===== config.mk =====
export PLATFORM = sky130hd
export DESIGN_NAME = bounded_linked_list_engine
export DESIGN_NICKNAME = d
export VERILOG_FILES = /design/src/rtl/blle_pkg.sv /design/src/rtl/blle_dp.sv /design/src/rtl/blle_ctrl.sv /design/src/rtl/bounded_linked_list_engine.sv
export SDC_FILE = /design/constraint.sdc
export NUM_CORES = 2
export LEC_CHECK = 0
export BUFFER_PORTS_ARGS = -buffer_cell sky130_fd_sc_hd__buf_2
export CELL_PAD_IN_SITES_DETAIL_PLACEMENT = 0
export CELL_PAD_IN_SITES_GLOBAL_PLACEMENT = 1
export CORE_ASPECT_RATIO = 0.6
export CORE_MARGIN = 3
export CORE_UTILIZATION = 25
export DETAILED_ROUTE_END_ITERATION = 8
export GPL_TIMING_DRIVEN = 0
export PLACE_DENSITY = 0.52
export SLEW_MARGIN = 10
export SYNTH_ARGS = -nofsm -noshare
export SYNTH_HDL_FRONTEND = slang
export SYNTH_SLANG_ARGS = --single-unit

===== constraint.sdc =====
create_clock -name clk_i -period 6.1 [get_ports clk_i]
set_input_delay 0.61 -clock clk_i [delete_from_list [all_inputs] [get_ports clk_i]]
set_output_delay 0.61 -clock clk_i [all_outputs]
set_load 0.05 [all_outputs]

===== src/rtl/blle_pkg.sv =====
`default_nettype none

package blle_pkg;

  localparam int CAPACITY_DEF   = 32;
  localparam int DATA_WIDTH_DEF = 32;
  localparam int MAX_RESULTS    = 32;
  localparam int FIELD_W        = 32;

  typedef enum logic [3:0] {
    ACT_PUSH_BACK   = 4'd0,
    ACT_PUSH_FRONT  = 4'd1,
    ACT_POP_BACK    = 4'd2,
    ACT_POP_FRONT   = 4'd3,
    ACT_INSERT      = 4'd4,
    ACT_SEARCH      = 4'd5,
    ACT_SORT_UP     = 4'd6,
    ACT_SORT_DOWN   = 4'd7,
    ACT_CURSOR_HEAD = 4'd8,
    ACT_CURSOR_READ = 4'd9,
    ACT_CURSOR_NEXT = 4'd10
  } action_e;

  typedef enum logic [1:0] {
    ST_OK        = 2'd0,
    ST_EMPTY     = 2'd1,
    ST_FULL      = 2'd2,
    ST_NOT_FOUND = 2'd3
  } status_e;

  typedef enum logic [1:0] {
    RD_HEAD = 2'd0,
    RD_CUR  = 2'd1,
    RD_LINK = 2'd2
  } rd_sel_e;

  typedef enum logic [1:0] {
    VW_ITEM  = 2'd0,
    VW_NEW   = 2'd1,
    VW_RD    = 2'd2,
    VW_CARRY = 2'd3
  } val_sel_e;

  typedef enum logic [2:0] {
    LW_ALLOC_NULL = 3'd0,
    LW_ALLOC_HEAD = 3'd1,
    LW_ALLOC_LINK = 3'd2,
    LW_TAIL_AUX   = 3'd3,
    LW_WALK_AUX   = 3'd4,
    LW_WALK_NULL  = 3'd5
  } link_sel_e;

  typedef enum logic [1:0] {
    HD_KEEP  = 2'd0,
    HD_ALLOC = 2'd1,
    HD_NULL  = 2'd2,
    HD_LINK  = 2'd3
  } head_sel_e;

  typedef enum logic [2:0] {
    TL_KEEP  = 3'd0,
    TL_ALLOC = 3'd1,
    TL_NULL  = 3'd2,
    TL_AUX   = 3'd3,
    TL_WALK  = 3'd4
  } tail_sel_e;

  typedef enum logic [2:0] {
    CR_KEEP      = 3'd0,
    CR_HEAD      = 3'd1,
    CR_LINK      = 3'd2,
    CR_DROP_HEAD = 3'd3,
    CR_DROP_TAIL = 3'd4
  } cur_sel_e;

  typedef enum logic [1:0] {
    FR_NONE = 2'd0,
    FR_HEAD = 2'd1,
    FR_TAIL = 2'd2
  } free_sel_e;

  typedef struct packed {
    logic [3:0]                action;
    logic signed [FIELD_W-1:0] item_value;
    logic signed [FIELD_W-1:0] new_value;
  } req_t;

  typedef struct packed {
    logic [1:0]                status;
    logic                      found;
    logic signed [FIELD_W-1:0] result_value;
    logic                      at_end;
    logic                      last;
  } res_t;

  typedef struct packed {
    logic      load_in;
    logic      rd_en;
    rd_sel_e   rd_sel;
    logic      val_we;
    val_sel_e  val_sel;
    logic      link_we;
    link_sel_e link_sel;
    logic      alloc;
    head_sel_e head_sel;
    tail_sel_e tail_sel;
    cur_sel_e  cur_sel;
    free_sel_e free_sel;
    logic      cnt_inc;
    logic      cnt_dec;
    logic      carry_ld;
    logic      sort_up;
    logic      prev_ld;
    logic      pass_init;
    logic      pass_dec;
  } dp_cmd_t;

  typedef struct packed {
    logic empty;
    logic full;
    logic cnt_one;
    logic head_is_tail;
    logic cur_null;
    logic link_null;
    logic link_is_tail;
    logic val_match;
    logic walk_is_tail;
    logic carry_swap;
    logic pass_one;
  } dp_stat_t;

endpackage

`default_nettype wire


===== src/rtl/blle_dp.sv =====
`default_nettype none

module blle_dp #(
  parameter int CAPACITY   = blle_pkg::CAPACITY_DEF,
  parameter int DATA_WIDTH = blle_pkg::DATA_WIDTH_DEF
) (
  input  wire logic                             clk_i,
  input  wire logic                             rst_ni,
  input  wire blle_pkg::req_t                   req_i,
  input  wire blle_pkg::dp_cmd_t                cmd_i,
  output blle_pkg::dp_stat_t                    stat_o,
  output logic signed [blle_pkg::FIELD_W-1:0]   rd_val_o
);
  import blle_pkg::*;

  localparam int SLOT_W = $clog2(CAPACITY);
  localparam int PTR_W  = $clog2(CAPACITY + 1);
  localparam logic [PTR_W-1:0] NULL_PTR = PTR_W'(CAPACITY);

  logic signed [DATA_WIDTH-1:0] value_mem [CAPACITY];
  logic [PTR_W-1:0]             link_mem  [CAPACITY];

  logic [PTR_W-1:0]    head_q, head_d, tail_q, tail_d, cur_q, cur_d;
  logic [PTR_W-1:0]    cnt_q, cnt_d;
  logic [CAPACITY-1:0] free_q, free_d;
  logic [PTR_W-1:0]    pass_q;
  logic [SLOT_W-1:0]   walk_q, prev_q, aux_q;
  logic signed [DATA_WIDTH-1:0] item_q, new_q, carry_q, rd_val_q;
  logic signed [DATA_WIDTH-1:0] item_in, new_in;
  logic [PTR_W-1:0]    rd_link_q;

  logic [SLOT_W-1:0]   alloc_slot, rd_addr, val_addr, link_addr;
  logic signed [DATA_WIDTH-1:0] val_data;
  logic [PTR_W-1:0]    link_data;

  // Narrow or widen the 32-bit fields to the stored width.
  if (DATA_WIDTH >= FIELD_W) begin : g_wide
    assign item_in  = DATA_WIDTH'(req_i.item_value);
    assign new_in   = DATA_WIDTH'(req_i.new_value);
    assign rd_val_o = rd_val_q[FIELD_W-1:0];
  end else begin : g_narrow
    assign item_in  = req_i.item_value[DATA_WIDTH-1:0];
    assign new_in   = req_i.new_value[DATA_WIDTH-1:0];
    assign rd_val_o = FIELD_W'(rd_val_q);
  end

  // Lowest free slot.
  always_comb begin
    alloc_slot = '0;
    for (int i = CAPACITY - 1; i >= 0; i--) begin
      if (free_q[i]) alloc_slot = SLOT_W'(i);
    end
  end

  always_comb begin
    case (cmd_i.rd_sel)
      RD_HEAD: rd_addr = head_q[SLOT_W-1:0];
      RD_CUR:  rd_addr = cur_q[SLOT_W-1:0];
      RD_LINK: rd_addr = rd_link_q[SLOT_W-1:0];
      default: rd_addr = head_q[SLOT_W-1:0];
    endcase
  end

  always_comb begin
    case (cmd_i.val_sel)
      VW_ITEM: begin
        val_addr = alloc_slot;
        val_data = item_q;
      end
      VW_NEW: begin
        val_addr = alloc_slot;
        val_data = new_q;
      end
      VW_RD: begin
        val_addr = prev_q;
        val_data = rd_val_q;
      end
      default: begin
        val_addr = prev_q;
        val_data = carry_q;
      end
    endcase
  end

  always_comb begin
    case (cmd_i.link_sel)
      LW_ALLOC_NULL: begin
        link_addr = alloc_slot;
        link_data = NULL_PTR;
      end
      LW_ALLOC_HEAD: begin
        link_addr = alloc_slot;
        link_data = head_q;
      end
      LW_ALLOC_LINK: begin
        link_addr = alloc_slot;
        link_data = rd_link_q;
      end
      LW_TAIL_AUX: begin
        link_addr = tail_q[SLOT_W-1:0];
        link_data = PTR_W'(aux_q);
      end
      LW_WALK_AUX: begin
        link_addr = walk_q;
        link_data = PTR_W'(aux_q);
      end
      default: begin
        link_addr = walk_q;
        link_data = NULL_PTR;
      end
    endcase
  end

  always_ff @(posedge clk_i) begin
    if (cmd_i.val_we) value_mem[val_addr] <= val_data;
    if (cmd_i.link_we) link_mem[link_addr] <= link_data;
    if (cmd_i.rd_en) begin
      rd_val_q  <= value_mem[rd_addr];
      rd_link_q <= link_mem[rd_addr];
    end
  end

  always_comb begin
    case (cmd_i.head_sel)
      HD_ALLOC: head_d = PTR_W'(alloc_slot);
      HD_NULL:  head_d = NULL_PTR;
      HD_LINK:  head_d = rd_link_q;
      default:  head_d = head_q;
    endcase
    case (cmd_i.tail_sel)
      TL_ALLOC: tail_d = PTR_W'(alloc_slot);
      TL_NULL:  tail_d = NULL_PTR;
      TL_AUX:   tail_d = PTR_W'(aux_q);
      TL_WALK:  tail_d = PTR_W'(walk_q);
      default:  tail_d = tail_q;
    endcase
    case (cmd_i.cur_sel)
      CR_HEAD:      cur_d = head_q;
      CR_LINK:      cur_d = rd_link_q;
      CR_DROP_HEAD: cur_d = (cur_q == head_q) ? NULL_PTR : cur_q;
      CR_DROP_TAIL: cur_d = (cur_q == tail_q) ? NULL_PTR : cur_q;
      default:      cur_d = cur_q;
    endcase
    free_d = free_q;
    if (cmd_i.alloc) free_d[alloc_slot] = 1'b0;
    case (cmd_i.free_sel)
      FR_HEAD: free_d[head_q[SLOT_W-1:0]] = 1'b1;
      FR_TAIL: free_d[tail_q[SLOT_W-1:0]] = 1'b1;
      default: ;
    endcase
    cnt_d = cnt_q;
    if (cmd_i.cnt_inc) cnt_d = cnt_q + PTR_W'(1);
    else if (cmd_i.cnt_dec) cnt_d = cnt_q - PTR_W'(1);
  end

  always_ff @(posedge clk_i or negedge rst_ni) begin
    if (!rst_ni) begin
      head_q <= NULL_PTR;
      tail_q <= NULL_PTR;
      cur_q  <= NULL_PTR;
      cnt_q  <= '0;
      free_q <= '1;
    end else begin
      head_q <= head_d;
      tail_q <= tail_d;
      cur_q  <= cur_d;
      cnt_q  <= cnt_d;
      free_q <= free_d;
    end
  end

  always_ff @(posedge clk_i) begin
    if (cmd_i.load_in) begin
      item_q <= item_in;
      new_q  <= new_in;
    end
    if (cmd_i.rd_en) walk_q <= rd_addr;
    if (cmd_i.prev_ld) prev_q <= walk_q;
    if (cmd_i.alloc) aux_q <= alloc_slot;
    if (cmd_i.carry_ld) carry_q <= rd_val_q;
    if (cmd_i.pass_init) pass_q <= cnt_q - PTR_W'(1);
    else if (cmd_i.pass_dec) pass_q <= pass_q - PTR_W'(1);
  end

  always_comb begin
    stat_o.empty        = (cnt_q == '0);
    stat_o.full         = (cnt_q == PTR_W'(CAPACITY));
    stat_o.cnt_one      = (cnt_q == PTR_W'(1));
    stat_o.head_is_tail = (head_q == tail_q);
    stat_o.cur_null     = (cur_q == NULL_PTR);
    stat_o.link_null    = (rd_link_q == NULL_PTR);
    stat_o.link_is_tail = (rd_link_q == tail_q);
    stat_o.val_match    = (rd_val_q == item_q);
    stat_o.walk_is_tail = (PTR_W'(walk_q) == tail_q);
    stat_o.carry_swap   = cmd_i.sort_up ? (carry_q > rd_val_q) : (carry_q < rd_val_q);
    stat_o.pass_one     = (pass_q == PTR_W'(1));
  end

endmodule

`default_nettype wire


===== src/rtl/blle_ctrl.sv =====
`default_nettype none

module blle_ctrl (
  input  wire logic                            clk_i,
  input  wire logic                            rst_ni,
  input  wire logic                            in_valid_i,
  output logic                                 in_stall_o,
  input  wire logic [3:0]                      action_i,
  output logic                                 out_valid_o,
  input  wire logic                            out_stall_i,
  output blle_pkg::res_t                       out_res_o,
  output blle_pkg::dp_cmd_t                    cmd_o,
  input  wire blle_pkg::dp_stat_t              stat_i,
  input  wire logic signed [blle_pkg::FIELD_W-1:0] rd_val_i
);
  import blle_pkg::*;

  localparam int K_W = $clog2(MAX_RESULTS);

  localparam logic [3:0] S_IDLE     = 4'd0;
  localparam logic [3:0] S_DISP     = 4'd1;
  localparam logic [3:0] S_POPF     = 4'd2;
  localparam logic [3:0] S_POPB     = 4'd3;
  localparam logic [3:0] S_PUSHB    = 4'd4;
  localparam logic [3:0] S_FIND     = 4'd5;
  localparam logic [3:0] S_INS      = 4'd6;
  localparam logic [3:0] S_CNEXT    = 4'd7;
  localparam logic [3:0] S_SRT_LD   = 4'd8;
  localparam logic [3:0] S_SRT_STEP = 4'd9;
  localparam logic [3:0] S_SRT_END  = 4'd10;
  localparam logic [3:0] S_EMIT     = 4'd11;
  localparam logic [3:0] S_RESP     = 4'd12;

  logic [3:0]     state_q, state_d;
  action_e        action_q, action_d;
  status_e        resp_status_q, resp_status_d;
  logic           resp_found_q, resp_found_d;
  logic           resp_cur_q, resp_cur_d;
  logic [K_W-1:0] k_q, k_d;
  logic           out_valid_q, out_ld, out_free, emit_last;
  res_t           out_q, out_d;

  assign in_stall_o  = (state_q != S_IDLE);
  assign out_valid_o = out_valid_q;
  assign out_res_o   = out_q;
  assign out_free    = !out_valid_q || !out_stall_i;
  assign emit_last   = stat_i.link_null || (k_q == K_W'(MAX_RESULTS - 1));

  always_comb begin
    cmd_o         = '0;
    cmd_o.sort_up = (action_q == ACT_SORT_UP);
    state_d       = state_q;
    action_d      = action_q;
    resp_status_d = resp_status_q;
    resp_found_d  = resp_found_q;
    resp_cur_d    = resp_cur_q;
    k_d           = k_q;
    out_ld        = 1'b0;
    out_d         = '0;

    case (state_q)
      S_IDLE: begin
        if (in_valid_i) begin
          cmd_o.load_in = 1'b1;
          action_d      = action_e'(action_i);
          state_d       = S_DISP;
        end
      end

      S_DISP: begin
        resp_status_d = ST_OK;
        resp_found_d  = 1'b0;
        resp_cur_d    = 1'b0;
        state_d       = S_RESP;
        case (action_q)
          ACT_PUSH_BACK, ACT_PUSH_FRONT: begin
            if (stat_i.full) begin
              resp_status_d = ST_FULL;
            end else begin
              cmd_o.alloc   = 1'b1;
              cmd_o.val_we  = 1'b1;
              cmd_o.val_sel = VW_ITEM;
              cmd_o.link_we = 1'b1;
              cmd_o.cnt_inc = 1'b1;
              if (stat_i.empty) begin
                cmd_o.link_sel = LW_ALLOC_NULL;
                cmd_o.head_sel = HD_ALLOC;
                cmd_o.tail_sel = TL_ALLOC;
              end else if (action_q == ACT_PUSH_FRONT) begin
                cmd_o.link_sel = LW_ALLOC_HEAD;
                cmd_o.head_sel = HD_ALLOC;
              end else begin
                cmd_o.link_sel = LW_ALLOC_NULL;
                state_d        = S_PUSHB;
              end
            end
          end
          ACT_POP_BACK, ACT_POP_FRONT: begin
            if (stat_i.empty) begin
              resp_status_d = ST_EMPTY;
            end else if (stat_i.cnt_one || stat_i.head_is_tail) begin
              cmd_o.head_sel = HD_NULL;
              cmd_o.tail_sel = TL_NULL;
              cmd_o.cur_sel  = CR_DROP_HEAD;
              cmd_o.free_sel = FR_HEAD;
              cmd_o.cnt_dec  = 1'b1;
            end else begin
              cmd_o.rd_en  = 1'b1;
              cmd_o.rd_sel = RD_HEAD;
              state_d      = (action_q == ACT_POP_FRONT) ? S_POPF : S_POPB;
            end
          end
          ACT_INSERT, ACT_SEARCH: begin
            if (stat_i.empty) begin
              resp_status_d = ST_EMPTY;
            end else if (stat_i.full && action_q == ACT_INSERT) begin
              resp_status_d = ST_FULL;
            end else begin
              cmd_o.rd_en  = 1'b1;
              cmd_o.rd_sel = RD_HEAD;
              state_d      = S_FIND;
            end
          end
          ACT_SORT_UP, ACT_SORT_DOWN: begin
            if (stat_i.empty) begin
              resp_status_d = ST_EMPTY;
            end else begin
              cmd_o.pass_init = 1'b1;
              cmd_o.rd_en     = 1'b1;
              cmd_o.rd_sel    = RD_HEAD;
              k_d             = '0;
              state_d         = stat_i.cnt_one ? S_EMIT : S_SRT_LD;
            end
          end
          ACT_CURSOR_HEAD: begin
            if (stat_i.empty) begin
              resp_status_d = ST_EMPTY;
            end else begin
              resp_cur_d    = 1'b1;
              cmd_o.cur_sel = CR_HEAD;
              cmd_o.rd_en   = 1'b1;
              cmd_o.rd_sel  = RD_HEAD;
            end
          end
          ACT_CURSOR_READ, ACT_CURSOR_NEXT: begin
            if (stat_i.empty) begin
              resp_status_d = ST_EMPTY;
            end else begin
              resp_cur_d = 1'b1;
              if (!stat_i.cur_null) begin
                cmd_o.rd_en  = 1'b1;
                cmd_o.rd_sel = RD_CUR;
                if (action_q == ACT_CURSOR_NEXT) state_d = S_CNEXT;
              end
            end
          end
          default: ;
        endcase
      end

      S_PUSHB: begin
        cmd_o.link_we  = 1'b1;
        cmd_o.link_sel = LW_TAIL_AUX;
        cmd_o.tail_sel = TL_AUX;
        state_d        = S_RESP;
      end

      S_POPF: begin
        cmd_o.head_sel = HD_LINK;
        cmd_o.cur_sel  = CR_DROP_HEAD;
        cmd_o.free_sel = FR_HEAD;
        cmd_o.cnt_dec  = 1'b1;
        state_d        = S_RESP;
      end

      S_POPB: begin
        // Walk until the entry that links to the tail.
        if (stat_i.link_is_tail) begin
          cmd_o.link_we  = 1'b1;
          cmd_o.link_sel = LW_WALK_NULL;
          cmd_o.tail_sel = TL_WALK;
          cmd_o.cur_sel  = CR_DROP_TAIL;
          cmd_o.free_sel = FR_TAIL;
          cmd_o.cnt_dec  = 1'b1;
          state_d        = S_RESP;
        end else if (stat_i.link_null) begin
          state_d = S_RESP;
        end else begin
          cmd_o.rd_en  = 1'b1;
          cmd_o.rd_sel = RD_LINK;
        end
      end

      S_FIND: begin
        if (stat_i.val_match) begin
          if (action_q == ACT_SEARCH) begin
            resp_found_d = 1'b1;
            state_d      = S_RESP;
          end else begin
            cmd_o.alloc    = 1'b1;
            cmd_o.val_we   = 1'b1;
            cmd_o.val_sel  = VW_NEW;
            cmd_o.link_we  = 1'b1;
            cmd_o.link_sel = LW_ALLOC_LINK;
            cmd_o.cnt_inc  = 1'b1;
            state_d        = S_INS;
          end
        end else if (stat_i.link_null) begin
          if (action_q != ACT_SEARCH) resp_status_d = ST_NOT_FOUND;
          state_d = S_RESP;
        end else begin
          cmd_o.rd_en  = 1'b1;
          cmd_o.rd_sel = RD_LINK;
        end
      end

      S_INS: begin
        cmd_o.link_we  = 1'b1;
        cmd_o.link_sel = LW_WALK_AUX;
        cmd_o.tail_sel = stat_i.walk_is_tail ? TL_AUX : TL_KEEP;
        state_d        = S_RESP;
      end

      S_CNEXT: begin
        cmd_o.cur_sel = CR_LINK;
        if (!stat_i.link_null) begin
          cmd_o.rd_en  = 1'b1;
          cmd_o.rd_sel = RD_LINK;
        end
        state_d = S_RESP;
      end

      S_SRT_LD: begin
        cmd_o.carry_ld = 1'b1;
        cmd_o.prev_ld  = 1'b1;
        cmd_o.rd_en    = 1'b1;
        cmd_o.rd_sel   = RD_LINK;
        state_d        = S_SRT_STEP;
      end

      S_SRT_STEP: begin
        // Bubble pass: drop the lesser-ranked value behind, carry the other on.
        cmd_o.val_we   = 1'b1;
        cmd_o.val_sel  = stat_i.carry_swap ? VW_RD : VW_CARRY;
        cmd_o.carry_ld = !stat_i.carry_swap;
        cmd_o.prev_ld  = 1'b1;
        if (stat_i.link_null) begin
          state_d = S_SRT_END;
        end else begin
          cmd_o.rd_en  = 1'b1;
          cmd_o.rd_sel = RD_LINK;
        end
      end

      S_SRT_END: begin
        cmd_o.val_we   = 1'b1;
        cmd_o.val_sel  = VW_CARRY;
        cmd_o.pass_dec = 1'b1;
        cmd_o.rd_en    = 1'b1;
        cmd_o.rd_sel   = RD_HEAD;
        k_d            = '0;
        state_d        = stat_i.pass_one ? S_EMIT : S_SRT_LD;
      end

      S_EMIT: begin
        if (out_free) begin
          out_ld             = 1'b1;
          out_d.status       = ST_OK;
          out_d.result_value = rd_val_i;
          out_d.at_end       = stat_i.cur_null;
          out_d.last         = emit_last;
          if (emit_last) begin
            state_d = S_IDLE;
          end else begin
            cmd_o.rd_en  = 1'b1;
            cmd_o.rd_sel = RD_LINK;
            k_d          = k_q + K_W'(1);
          end
        end
      end

      S_RESP: begin
        if (out_free) begin
          out_ld             = 1'b1;
          out_d.status       = resp_status_q;
          out_d.found        = resp_found_q;
          out_d.result_value = (resp_cur_q && !stat_i.cur_null) ? rd_val_i : '0;
          out_d.at_end       = stat_i.cur_null;
          out_d.last         = 1'b1;
          state_d            = S_IDLE;
        end
      end

      default: state_d = S_IDLE;
    endcase
  end

  always_ff @(posedge clk_i or negedge rst_ni) begin
    if (!rst_ni) begin
      state_q       <= S_IDLE;
      action_q      <= ACT_PUSH_BACK;
      resp_status_q <= ST_OK;
      resp_found_q  <= 1'b0;
      resp_cur_q    <= 1'b0;
      k_q           <= '0;
      out_valid_q   <= 1'b0;
    end else begin
      state_q       <= state_d;
      action_q      <= action_d;
      resp_status_q <= resp_status_d;
      resp_found_q  <= resp_found_d;
      resp_cur_q    <= resp_cur_d;
      k_q           <= k_d;
      if (out_ld) out_valid_q <= 1'b1;
      else if (!out_stall_i) out_valid_q <= 1'b0;
    end
  end

  always_ff @(posedge clk_i) begin
    if (out_ld) out_q <= out_d;
  end

endmodule

`default_nettype wire


===== src/rtl/bounded_linked_list_engine.sv =====
// Bounded singly linked list of up to CAPACITY signed values.
// Input channel: in_valid_i / in_stall_o with one request per transaction
// (action, item_value, new_value). A transaction completes on a rising edge
// with in_valid_i high and in_stall_o low.
// Output channel: out_valid_o / out_stall_i with one result per transaction
// (status, found, result_value, at_end, last). Every request yields one
// result, except a sort of a non-empty list, which yields one result per
// entry (at most 32), the final one marked by last.
// One request is in flight at a time; in_stall_o is high until its final
// result has been loaded into the output register, so the next request can
// enter while that result still waits to be taken.
// Pop from the back, search and insert after a match walk the list one link
// per cycle through the slot memory's registered read port; sort runs bubble
// passes over the list before its first result, then gives one result per
// cycle while the output is not stalled.
// Reset empties the list (all slots free, head, tail and cursor null).
// A stalled result holds in the output register and the sequencer waits.
`default_nettype none

module bounded_linked_list_engine #(
  parameter int CAPACITY   = blle_pkg::CAPACITY_DEF,
  parameter int DATA_WIDTH = blle_pkg::DATA_WIDTH_DEF
) (
  input  wire logic           clk_i,
  input  wire logic           rst_ni,
  input  wire logic           in_valid_i,
  output logic                in_stall_o,
  input  wire blle_pkg::req_t in_req_i,
  output logic                out_valid_o,
  input  wire logic           out_stall_i,
  output blle_pkg::res_t      out_res_o
);
  import blle_pkg::*;

  dp_cmd_t                   cmd;
  dp_stat_t                  stat;
  logic signed [FIELD_W-1:0] rd_val;

  // Sequencer: decodes the action and steps through list walks and sorts.
  blle_ctrl u_ctrl (
    .clk_i       (clk_i),
    .rst_ni      (rst_ni),
    .in_valid_i  (in_valid_i),
    .in_stall_o  (in_stall_o),
    .action_i    (in_req_i.action),
    .out_valid_o (out_valid_o),
    .out_stall_i (out_stall_i),
    .out_res_o   (out_res_o),
    .cmd_o       (cmd),
    .stat_i      (stat),
    .rd_val_i    (rd_val)
  );

  // Slot and link memories, free map, head/tail/cursor pointers, count.
  blle_dp #(
    .CAPACITY   (CAPACITY),
    .DATA_WIDTH (DATA_WIDTH)
  ) u_dp (
    .clk_i    (clk_i),
    .rst_ni   (rst_ni),
    .req_i    (in_req_i),
    .cmd_i    (cmd),
    .stat_o   (stat),
    .rd_val_o (rd_val)
  );

endmodule

`default_nettype wire


=== Word level (Yosys, flattened, before mapping) ===
Memory sizes are Yosys's and may differ from the RTL's. A register that Yosys moved wholly into a read port is not among the register bits.
Cells that the tools add are included.

* Output and inout bits: 39
* Logic and storage cells: 329
* Memories: 2
* Memory bits (writable): 1,216
* Input port bits: 72
* Flip-flop bits (word level): 228

* Add/sub/neg operators: 4
* Reductions and logical operators: 47
* Eq/ne operators: 72
* Magnitude comparators: 8
* Muxes and demuxes: 168
* Bitwise operators: 4

{| class="wikitable"
|+ Memory list
! memory !! words !! bits a word !! read ports !! clocked after memory_dff !! write ports !! RTL line !! source
|-
| u_dp.value_mem || 32 || 32 || 1 || 1 || 1 || blle_dp.sv:20 || <nowiki>logic signed [DATA_WIDTH-1:0] value_mem [CAPACITY];</nowiki>
|-
| u_dp.link_mem || 32 || 6 || 1 || 1 || 1 || blle_dp.sv:21 || <nowiki>logic [PTR_W-1:0] link_mem [CAPACITY];</nowiki>
|}

{| class="wikitable"
|+ Operators with widths
! cell !! count
|-
| $mux W5 || 37
|-
| $pmux W32 S3 || 1
|-
| $mux W4 || 21
|-
| $mux W34 || 2
|-
| $pmux W34 S2 || 1
|-
| $mux W32 || 2
|-
| $or A32 B32 Y32 || 2
|-
| $pmux W32 S2 || 1
|-
| $pmux W3 S4 || 4
|-
| $pmux W6 S4 || 2
|-
| $pmux W4 S10 || 1
|-
| $pmux W4 S5 || 2
|-
| $mux W1 || 38
|-
| $mux W3 || 12
|-
| $mux W6 || 6
|-
| $pmux W6 S3 || 2
|-
| $and A32 B32 Y32 || 1
|-
| $eq A32 B32 Y1 || 1
|-
| $eq A4 B3 Y1 const B || 8
|-
| $eq A4 B4 Y1 const B || 8
|-
| $gt A32 B32 Y1 || 1
|-
| $lt A32 B32 Y1 || 1
|-
| $mux W8 || 4
|-
| $not A32 Y32 || 1
|-
| other kinds (50) || 144
|}

=== Longest topological paths before layout ===
* Depth after elaboration: 41
* Mapped depth: 20
* Mapped depth without buffers: 16

=== Cells and area by module ===
A second synthesis with hierarchy kept.

* Cells, all modules: 3,365
* Area total of the unflattened synthesis: 61,038.5 um^2

{| class="wikitable"
|+ By module, submodules not included
! module !! area each (um^2) !! times used !! cells each !! sequential area each (um^2)
|-
| blle_dp || 57,926.8 || 1 || 3,046 || 42,614.6
|-
| blle_ctrl || 3,111.7 || 1 || 319 || 1,561.5
|}

=== Worst setup path before layout ===
OpenSTA, ideal clock, no wires.

* Path type: register to register
* From: register u_dp.rd_val_q[23] (netlist: u_dp.rd_val_o[23]) (read register of u_dp.value_mem)
* To: register u_dp.rd_link_q[4] (read register of u_dp.link_mem) (data pin)
* Setup slack: 1,645 ps
* Stages on the path, launching flop included: 19
* Data required time: 5,831 ps
* Buffers on the path: 4
* Data arrival time: 4,186 ps
* Setup time: 269 ps
* Cells stage by stage: edfxtp_1 > xor2_1 > nor4_1 > nand4_1 > or2_2 > a2bb2oi_1 > nand3_1 > a221o_1 > inv_1 > ha_1 > buf_2 > o21ai_0 > clkbuf_1 > clkbuf_1 > buf_2 > mux4_2 > mux2_2 > a21oi_1 > o21ai_0

* Longest elaborated chain between the ends: 5

{| class="wikitable"
|+ RTL lines
! what !! RTL line !! source
|-
| start: declaration || blle_dp.sv:28 || <nowiki>logic signed [DATA_WIDTH-1:0] item_q, new_q, carry_q, rd_val_q;</nowiki>
|-
| $eq A32 B32 Y1 (*) || blle_dp.sv:193 || <nowiki>stat_o.val_match = (rd_val_q == item_q);</nowiki>
|-
| $mux W3 (*) || blle_ctrl.sv:195 || <nowiki>if (stat_i.val_match) begin</nowiki>
|-
| $pmux W3 S7 (*) || blle_ctrl.sv:61 || <nowiki>case (state_q)</nowiki>
|-
| $eq A2 B2 Y1 or $eq A2 B1 Y1 (tied branches) || blle_dp.sv:56 || <nowiki>case (cmd_i.rd_sel)</nowiki>
|-
| $pmux W5 S2 || blle_dp.sv:56 ||
|-
| end: declaration || blle_dp.sv:30 || <nowiki>logic [PTR_W-1:0] rd_link_q;</nowiki>
|}

Every way passes the cells marked *; elsewhere a longest branch is shown, timed or not.
A chain may end at the register's enable or synchronous reset.

=== Final worst setup path ===
* From: register u_ctrl.state_q[0]
* To: register u_dp.rd_val_q[15] (netlist: u_dp.rd_val_o[15]) (read register of u_dp.value_mem) (data pin)

* Longest elaborated chain between the ends: 5

{| class="wikitable"
|+ RTL lines
! what !! RTL line !! source
|-
| start: declaration || blle_ctrl.sv:34 || <nowiki>logic [3:0] state_q, state_d;</nowiki>
|-
| start signal: assignment || blle_ctrl.sv:308 || <nowiki>state_q <= state_d;</nowiki>
|-
| $eq A4 B3 Y1 or $eq A4 B4 Y1 (tied branches) || blle_ctrl.sv:61 ||
|-
| $reduce_or A2 Y1 (no line) || - ||
|-
| $pmux W3 S7 (*) || blle_ctrl.sv:61 ||
|-
| $eq A2 B2 Y1 or $eq A2 B1 Y1 (tied branches) || blle_dp.sv:56 ||
|-
| $pmux W5 S2 || blle_dp.sv:56 ||
|}

Marks and branches as above.

==> impl_metrics.env <==
export IMPL_status="completed"
export IMPL_clock_path_buffers=4
export IMPL_cts_tree="built"
export IMPL_ys_seq_area_share_pct=72.6
export IMPL_avgSynthCellArea_um2=18.0
export IMPL_period_needed_ns=5.79
export IMPL_htree_levels=4
export IMPL_die_w_um=643
export IMPL_routed_wl_um=190000
export IMPL_grt_max_degree=57
export IMPL_drive_gt1_share_pct=26.0
export IMPL_synth_distinct_cells=76
export IMPL_grt_pass1_wl_um=265000
export IMPL_port_buffer_count=110
export IMPL_drtIter0Drc=4215
export IMPL_firstDrtPassIters=6
export IMPL_tightest_slew_ns=1.27
export IMPL_core_mm2=0.241
export IMPL_n_fill_cell=23500
export IMPL_synth_largest_area_cell="edfxtp_1"
export IMPL_crit_arrival_ns=6.24
export IMPL_track_usage_pct=14.9
export IMPL_rows=139
export IMPL_grt_setup_unrepaired="yes"
export IMPL_setup_violations=0
export IMPL_async_flop_share_pct=4.99
export IMPL_slew_headroom_pct=14.8
export IMPL_slowest_delay_ns=0.55
export IMPL_ioPinCount=111
export IMPL_yosys_warnings=0
export IMPL_crit_slowest_cell="dfrtp_1"
export IMPL_ys_ff_latch=1482
export IMPL_ant_nets=0
export IMPL_clock_root_buffer="clkbuf_16"
export IMPL_grt_pass1_vias=32900
export IMPL_syn_cell_area_mm2=0.0608
export IMPL_route_detailed_drc=0
export IMPL_crit_family="buffers and inverters"
export IMPL_fp_dieH_um=388
export IMPL_hold_class="in2reg"
export IMPL_syn2layout_area_growth_pct=19.0
export IMPL_period_share_pct=94.9
export IMPL_place_area_mm2=0.0668
export IMPL_cts_clk_slew_worst_paths_ns=0.07
export IMPL_synth_fp_nets=3492
export IMPL_path_buf_inv=6
export IMPL_overflow=0
export IMPL_cp_end_kind="flip-flop"
export IMPL_cp_required_ns=6.55
export IMPL_clock_latency_ns=0.81
export IMPL_clock_sinks=1482
export IMPL_synth_common_cells="edfxtp_1 (1408), mux4_2 (304), nand2_1 (185), nor2_1 (169), mux2i_1 (118)"
export IMPL_synth_edf_count=1408
export IMPL_routabilityCongestion=0.812
export IMPL_wl_per_cell_um=26.9
export IMPL_crit_chain="buf_1 > nand2_1 > nor2_1 > nand2_1 > nor3_2 > a221o_1 > inv_1 > ha_1 > buf_2 > nand2_1 > o21ai_4 > buf_12 > clkbuf_8 > clkdlybuf4s15_2 > mux4_2 > mux2i_2 > nand2_1 > nand3_2 > o21ai_1"
export IMPL_slew_viol_final=0
export IMPL_netlist_instances=3378
export IMPL_cpMostUsedCell="nand2_1"
export IMPL_die_area_mm2=0.249
export IMPL_fmax_mhz=173
export IMPL_start_kind="flip-flop"
export IMPL_antenna_found_initial=11
export IMPL_synth_most_common_cell="edfxtp_1"
export IMPL_hold_violations=0
export IMPL_viasPerCell=4.80
export IMPL_cts_buffers=147
export IMPL_skew_ns=0.0652
export IMPL_path_max_fanout=10
export IMPL_start_util_pct=25.3
export IMPL_fin_area_mm2=0.0724
export IMPL_synth_ff_type="edfxtp_1"
export IMPL_place_hpwl_um=135000
export IMPL_synth_top_area_share_pct=69.5
export IMPL_vias=34000
export IMPL_max_cap_violations=0
export IMPL_critPathKind="reg2reg"
export IMPL_ys_top_cells_by_area="edfxtp_1 (69%), mux4_2 (11%), mux2i_1 (1.9%)"
export IMPL_num_nets_final=3849
export IMPL_final_util_pct=30.1
[cells by family after synthesis]
kind of cell | share of synthesized area [%]
buf+inv | 1.62
flops | 72.6
xor+xnor | 1.09
compound gates | 4.18
simple gates | 5.00
fa+ha+maj | 0.864
mux | 14.6
[flip-flops by register name, indices dropped and copies added (netlist names), 6 cells and up]
name,flops
u_dp.rd_val_o,32
u_dp.tail_q,6
u_dp.new_q,32
u_dp.item_q,32
u_dp.free_q,32
u_dp.link_mem,192
u_dp.cnt_q,6
u_dp.pass_q,6
u_dp.cur_q,6
u_dp.carry_q,32
u_ctrl.out_res_o,37
u_dp.head_q,6
u_dp.value_mem,1024
u_dp.rd_link_q,6
[layout make-up]
| class | count | area [um^2] | share of cell area, % |
|---|---|---|---|
| Antenna cell | 3 | 7.51 | 0.0104 |
| Buffer | 178 | 976 | 1.35 |
| Clock buffer | 184 | 3910 | 5.41 |
| Clock inverter | 58 | 472 | 0.652 |
| Inverter | 66 | 250 | 0.346 |
| Multi-Input combinational cell | 1651 | 16400 | 22.7 |
| Sequential cell | 1482 | 44200 | 61.0 |
| Tap cell | 3243 | 4060 | 5.61 |
| Timing Repair Buffer | 209 | 2090 | 2.89 |
[stage by stage]
step / worst slack, ns / setup TNS (ns) / instances / hold slack, ns
2_1_floorplan: 1.65 / 0 / 3378 / 0.314
3_3_place_gp: -2.31 / -2068.51 / 6731 / 0.482
3_5_place_dp: -1.74 / -55.66 / 6778 / 0.481
4_1_cts: -0.0651 / -0.123 / 7070 / 0.00184
5_1_grt: -0.0153 / -0.0305 / 7072 / 0.00863
6_report: 0.308 / 0 / 7074 / 0.0502
[worst paths after layout]
check,start,to,slack [ns],depth (start not counted)
max,u_ctrl.state_q[0],u_dp.rd_val_o[15],0.31,19
min,in_req_i[14],u_dp.new_q[14],0.05,1
max reg2reg,u_ctrl.state_q[0],u_dp.rd_val_o[15],0.31,19
min reg2reg,u_dp.rd_val_o[14],u_dp.carry_q[14],0.49,0
max in group asynchronous,rst_ni,u_dp.free_q[2],5.08,3
min in group asynchronous,rst_ni,u_ctrl.k_q[3],0.31,2
[routing by layer]
metal / global-route usage (%) / routed length, um
met1: 24.9 / 99000
met2: 17.9 / 69100
met3: 4.66 / 18800
met4: 2.66 / 3200
met5: 0.400 / 115
[layout by cell type, fill, tap and decap left out, types with 19 or more instances in the layout]
master / Yosys / final
edfxtp_1: 1408 / 1408
mux4_2: 304 / 304
nand2_1: 185 / 179
clkbuf_16: 0 / 151
buf_2: 53 / 145
nor2_1: 169 / 136
clkbuf_1: 98 / 103
mux2i_1: 118 / 102
a21oi_1: 84 / 81
o21ai_0: 106 / 74
nor3_1: 91 / 74
mux2_2: 61 / 72
inv_1: 64 / 63
nand3_1: 84 / 60
a22oi_1: 56 / 56
xor2_1: 53 / 53
dlygate4sd3_1: 0 / 49
ha_1: 42 / 42
dfrtp_1: 39 / 39
dfstp_2: 35 / 35
nor2_4: 1 / 34
a221o_1: 33 / 33
clkinv_1: 0 / 28
buf_12: 0 / 26
clkbuf_2: 0 / 24
nor4_1: 25 / 23
o21ai_1: 9 / 23
xnor2_1: 23 / 23
nand3_2: 0 / 21
buf_6: 0 / 20
nor3_2: 2 / 19
[repair_timing]
action | in CTS | in global routing
setup endpoints to repair | 41 | 38
pin swaps | 1 | 0
buffers inserted | 2 | 1
hold endpoints to repair | 66 | 0
gates resized for setup | 126 | 98
hold buffers | 49 | 0
Power is not shown: default switching activity piles up to over one toggle a cycle in this logic, so the estimate is an artifact.
